$ cat src/rtl/core/mdaau_pkg.sv
`timescale 1ns / 1ps
// Shared types and constants for the multidimensional array address unit.
// No dependencies; every other file of the block but mdaau_ram imports this package.
package mdaau_pkg;

    // Fixed field widths of the request and result transfers.
    localparam int REQ_W    = 2;
    localparam int ID_FW    = 4;
    localparam int BASE_W   = 31;
    localparam int SIZE_W   = 16;
    localparam int CNT_W    = 4;
    localparam int DIDX_W   = 3;
    localparam int WORD_W   = 32;
    localparam int POS_W    = 4;
    localparam int DESC_W   = BASE_W + SIZE_W + CNT_W;
    localparam int BOUNDS_W = 2 * WORD_W;

    // Request type codes.
    localparam logic [REQ_W-1:0] REQ_HEADER = 2'd0;
    localparam logic [REQ_W-1:0] REQ_BOUNDS = 2'd1;
    localparam logic [REQ_W-1:0] REQ_QUERY  = 2'd2;

    typedef enum logic [2:0] {
        ST_IDLE,
        ST_EXT,
        ST_MUL,
        ST_ACC,
        ST_SIZE,
        ST_BASE
    } mdaau_state_t;

    // Commands from the controller to the datapath.
    typedef struct packed {
        logic wr_header;
        logic wr_bounds;
        logic start_query;
        logic calc_ext;
        logic mul_ext;
        logic acc;
        logic mul_size;
        logic load_out;
    } mdaau_cmd_t;

    // Status from the datapath to the controller.
    typedef struct packed {
        logic id_ok;
        logic dim_ok;
        logic pos_zero;
        logic last_index;
        logic out_free;
    } mdaau_status_t;

endpackage

$ cat src/rtl/core/mdaau_ctrl.sv
`timescale 1ns / 1ps
// Controller state machine of the array address unit.
// Depends on mdaau_pkg for the state, command and status types.
module mdaau_ctrl import mdaau_pkg::*; (
    input  logic             clk,
    input  logic             rst_n,
    input  logic             req_valid,
    input  logic [REQ_W-1:0] req_type,
    output logic             req_ready,
    input  mdaau_status_t    status,
    output mdaau_cmd_t       cmd
);

    mdaau_state_t state_reg;
    mdaau_state_t state_next;

    always_ff @(posedge clk or negedge rst_n)
    begin
        if (!rst_n)
        begin
            state_reg <= ST_IDLE;
        end
        else
        begin
            state_reg <= state_next;
        end
    end

    always_comb
    begin
        state_next = state_reg;
        cmd        = '0;
        req_ready  = 1'b0;
        case (state_reg)
            ST_IDLE:
            begin
                req_ready = 1'b1;
                if (req_valid)
                begin
                    case (req_type)
                        REQ_HEADER:
                        begin
                            cmd.wr_header = status.id_ok;
                        end
                        REQ_BOUNDS:
                        begin
                            cmd.wr_bounds = status.id_ok && status.dim_ok;
                        end
                        REQ_QUERY:
                        begin
                            // A first subscript with an unknown id is dropped.
                            if (!status.pos_zero || status.id_ok)
                            begin
                                cmd.start_query = 1'b1;
                                state_next      = ST_EXT;
                            end
                        end
                        default:
                        begin
                            state_next = ST_IDLE;
                        end
                    endcase
                end
            end
            ST_EXT:
            begin
                cmd.calc_ext = 1'b1;
                state_next   = ST_MUL;
            end
            ST_MUL:
            begin
                cmd.mul_ext = 1'b1;
                state_next  = ST_ACC;
            end
            ST_ACC:
            begin
                cmd.acc    = 1'b1;
                state_next = status.last_index ? ST_SIZE : ST_IDLE;
            end
            ST_SIZE:
            begin
                cmd.mul_size = 1'b1;
                state_next   = ST_BASE;
            end
            ST_BASE:
            begin
                if (status.out_free)
                begin
                    cmd.load_out = 1'b1;
                    state_next   = ST_IDLE;
                end
            end
            default:
            begin
                state_next = ST_IDLE;
            end
        endcase
    end

endmodule

$ cat config.mk
export PLATFORM = sky130hd
export DESIGN_NAME = mdaau_ctrl
export DESIGN_NICKNAME = d
export VERILOG_FILES = /design/src/rtl/core/mdaau_pkg.sv /design/src/rtl/core/mdaau_ctrl.sv
export SDC_FILE = /design/constraint.sdc
export NUM_CORES = 1
export LEC_CHECK = 0
export ABC_CLOCK_PERIOD_IN_PS = 1200
export BUFFER_PORTS_ARGS = -buffer_cell sky130_fd_sc_hd__buf_4
export CORE_AREA = 5 5 42 44
export CTS_CLUSTER_SIZE = 16
export DETAILED_ROUTE_END_ITERATION = 10
export DIE_AREA = 0 0 47 49
export PLACE_DENSITY = 0.51
export RECOVER_POWER = 100
export SYNTH_ARGS = -nofsm -noshare
export SYNTH_HDL_FRONTEND = slang
export SYNTH_SLANG_ARGS = --single-unit
$ cat constraint.sdc
create_clock -name clk -period 1.2 [get_ports clk]
set_input_delay 0.12 -clock clk [delete_from_list [all_inputs] [get_ports clk]]
set_output_delay 0.12 -clock clk [all_outputs]
set_load 0.005 [all_outputs]
==> results.md <==
- Outcome: complete, but fails checks
- Violated checks: setup timing
- Post-layout min period: 1510 ps
- Clock-pin slew on the worst setup and hold paths: 40 ps
- Area growth syn-to-layout: 94.5%
- Async SR Flop Fraction: 1.00
- Final period utilization: 1.26
- Main area contributors after synthesis: sky130_fd_sc_hd__dfrtp_1 30%, sky130_fd_sc_hd__nor3b_1 9.0%, sky130_fd_sc_hd__nor4_4 8.5%
- Initial core utilization: 0.179
- Count of vias placed by the detailed router: 301
- Number of failing setup endpoints in the final timing report: 9
- Worst slew margin relative to its limit: 0.831
- Final worst clock skew: 5.82 ps
- Share of final-layout standard cells stronger than drive strength 1: 0.673
- Most used flip-flop cell after synthesis: sky130_fd_sc_hd__dfrtp_1
- CP endpoint kind: primary output
- Vertical die dimension: 49 um
- Setup ws final: -309 ps
- H-tree levels: 1
- Number of warnings printed during yosys synthesis: 0
- Post-Syn Nets: 36
- Worst Tran Pin Value: 253 ps
- Max frequency: 663 MHz
- GRT overflow: 0
- RePlAce Congestion: 0.657
- Buffer depth of the longest clock path: 2
- Origin of the worst setup path: state_reg[0]
- IO Pins: 19
- Delay of the slowest cell on the worst path: 420 ps
- Leakage power of the design: 0.223 nW
- Post-detailed-placement half-perimeter wirelength: 588 um
- Endpoints failing hold: 0
- Number of distinct library cells after synthesis: 17
- DRT antenna net count: 0
- Register bit count reported by yosys: 3
- Worst vdd rail ir drop: 726 uV
- Count of flip-flops with a built-in enable after synthesis: 0
- Critical path, cell by cell: or3_4 > nor4_2 > buf_4
- Core Box Area: 1400 sq um
- Setup slack on the worst flop-to-flop path: 100 ps
- Max_cap viols: 0
- Final Hold Slack: 121 ps
- CTS Buf Count: 3
- Fraction of the yosys area taken by sequential cells: 0.300
- GRT Total Usage: 0.0775
- Total Nets Final: 63
- Worst-Skew Late Latency: 240 ps
- DRC errors left: 0
- Worst r2r src: state_reg[2]
- Register-to-Register Path Depth: 3
- Clock tree from TritonCTS: built
- Chip Width: 47 um
- Post-detailed-route wirelength per cell: 11.6 um
- Average vias per placed instance: 4.43
- Total number of clock tree sinks: 3
- Gate count of the mapped netlist: 26
- Initial antenna violation count: 0
- Overall power: 1.04 mW
- Crit Path Max Fanout: 3
- Final-layout fill cell count: 156
- Terminus of the critical flop-to-flop path: state_reg[2]
- Kind of critical path: register to primary output
- Largest register FFs: 3
- Setup repair after global routing missed its margin: true
- Final Max Tran Viols: 0
- Top cell type's share of synthesized area: 0.300
- Synth top cells by count: 3 x sky130_fd_sc_hd__dfrtp_1, 3 x sky130_fd_sc_hd__nand2_1, 3 x sky130_fd_sc_hd__nor3b_1
- Crit path to: cmd[7]
- Layout Utilization: 0.347
- Post-synth top area cell: sky130_fd_sc_hd__dfrtp_1
- Standard-cell rows: 14
- Wire length of the first global-routing pass: 1.27 mm
- Kind of launch point of the worst setup path: register
- Port Buffer Count: 18
- Crit path arrival time: 1390 ps
- Die area: 2300 sq um
- Data required, critical path: 1080 ps
- Critical-path cell with the highest stage delay: sky130_fd_sc_hd__or3_4
- Wirelength, routed: 790 um
- Via count of the first global-routing pass: 321
- Clock tree root driver cell: sky130_fd_sc_hd__clkbuf_4
- Average cell area after synthesis: 9.62 sq um
- Combined area of all synthesized cells: 250 sq um
- Pin count of the biggest net entering global routing: 10
- DR iter-0 viols: 6
- Post-Place Setup Slack: -97.7 ps
- Worst min-delay path class: primary input to register
- Power per unit of standard cell area: 2150 nW/um^2
- Iteration count of the initial detailed-routing pass: 4
- Inserted Diodes: 0
-- worst min-delay path by stage --
stage                              end  slack (ps)  startpoint  depth (start not counted)
final                     state_reg[2]         120   status[1]                          2
after global routing      state_reg[2]         120   status[1]                          2
after CTS                 state_reg[2]         120   status[1]                          2
after detailed placement  state_reg[1]         -90       rst_n                          1
after global placement    state_reg[1]         -90       rst_n                          1
after floorplan           state_reg[0]        -180       rst_n                          0
-- metrics by stage --
stage	std cells	setup TNS [ps]	area, sq um
3_5_place_dp	62	-165	417
6_report	68	-1450	487
5_1_grt	68	-2020	487
3_3_place_gp	62	-129	417
2_1_floorplan	26	-16.4	250
4_1_cts	68	-1130	495
-- critical path, delay by kind of cell (launching register included) --
| kind | cells | cell delay, ps |
|---|---|---|
| and+or+nand+nor | 2 | 630 |
| DFF | 1 | 370 |
| buffers and inverters | 1 | 150 |
-- area by class of cell --
| cell class | count | area (sq um) | area share |
|---|---|---|---|
| tap | 16 | 20.0 | 0.0411 |
| sequential | 3 | 75.1 | 0.154 |
| clock buffer | 4 | 26.3 | 0.0540 |
| inverter | 2 | 10.0 | 0.0206 |
| timing repair buffer | 23 | 173 | 0.355 |
| multi-input combinational | 20 | 183 | 0.375 |
-- layout by cell type, fill, tap and decap left out --
cell type,Yosys,layout
sky130_fd_sc_hd__clkbuf_2,0,1
sky130_fd_sc_hd__nor3_4,0,1
sky130_fd_sc_hd__dlygate4sd3_1,0,1
sky130_fd_sc_hd__clkbuf_1,0,2
sky130_fd_sc_hd__nor3b_1,3,1
sky130_fd_sc_hd__nand2_2,0,1
sky130_fd_sc_hd__or3_4,1,1
sky130_fd_sc_hd__a21oi_1,1,1
sky130_fd_sc_hd__a22o_2,1,1
sky130_fd_sc_hd__nor4_4,1,1
sky130_fd_sc_hd__a32o_1,1,1
sky130_fd_sc_hd__clkbuf_4,0,3
sky130_fd_sc_hd__nor4_2,1,1
sky130_fd_sc_hd__buf_6,1,1
sky130_fd_sc_hd__nor3b_2,1,3
sky130_fd_sc_hd__dfrtp_1,3,3
sky130_fd_sc_hd__or2_1,1,1
sky130_fd_sc_hd__buf_4,0,19
sky130_fd_sc_hd__inv_1,2,1
sky130_fd_sc_hd__nand4b_1,1,1
sky130_fd_sc_hd__nand2_1,3,2
sky130_fd_sc_hd__nor2_2,0,1
sky130_fd_sc_hd__nor2_1,2,1
sky130_fd_sc_hd__nand2b_1,2,2
sky130_fd_sc_hd__inv_4,0,1
-- cell families (layout without fill, tap and decap cells) --
family          Yosys count  in the layout  share of synthesized area
flops                     3              3                      0.300
simple gates             17             17                      0.525
buf+inv                   3             29                     0.0750
compound gates            3              3                      0.100
-- what timing repair did --
item / CTS / global route
pin swaps: 3 / 3
hold buffers: 1 / 0
endpoints found under the hold margin: 3 / 0
setup endpoints to repair: 9 / 9
buffers inserted: 1 / 1
resized for setup: 10 / 3
-- where the power goes --
part	internal (mW)	switching (mW)	leakage [nW]	total (mW)
logic	0.370	0.319	0.169	0.689
registers	0.150	0.0266	0.0384	0.176
clock network	0.125	0.0545	0.0150	0.179
total	0.645	0.400	0.223	1.04
-- layer usage --
layer	wire (um)	up-vias	GRT usage
met5	0	-	0
met4	0	0	0.0829
met3	86	0	0.0185
met2	395	16	0.118
met1	308	138	0.0771
li1	-	147	-
Note: power is estimated with default switching activity, not from simulation.
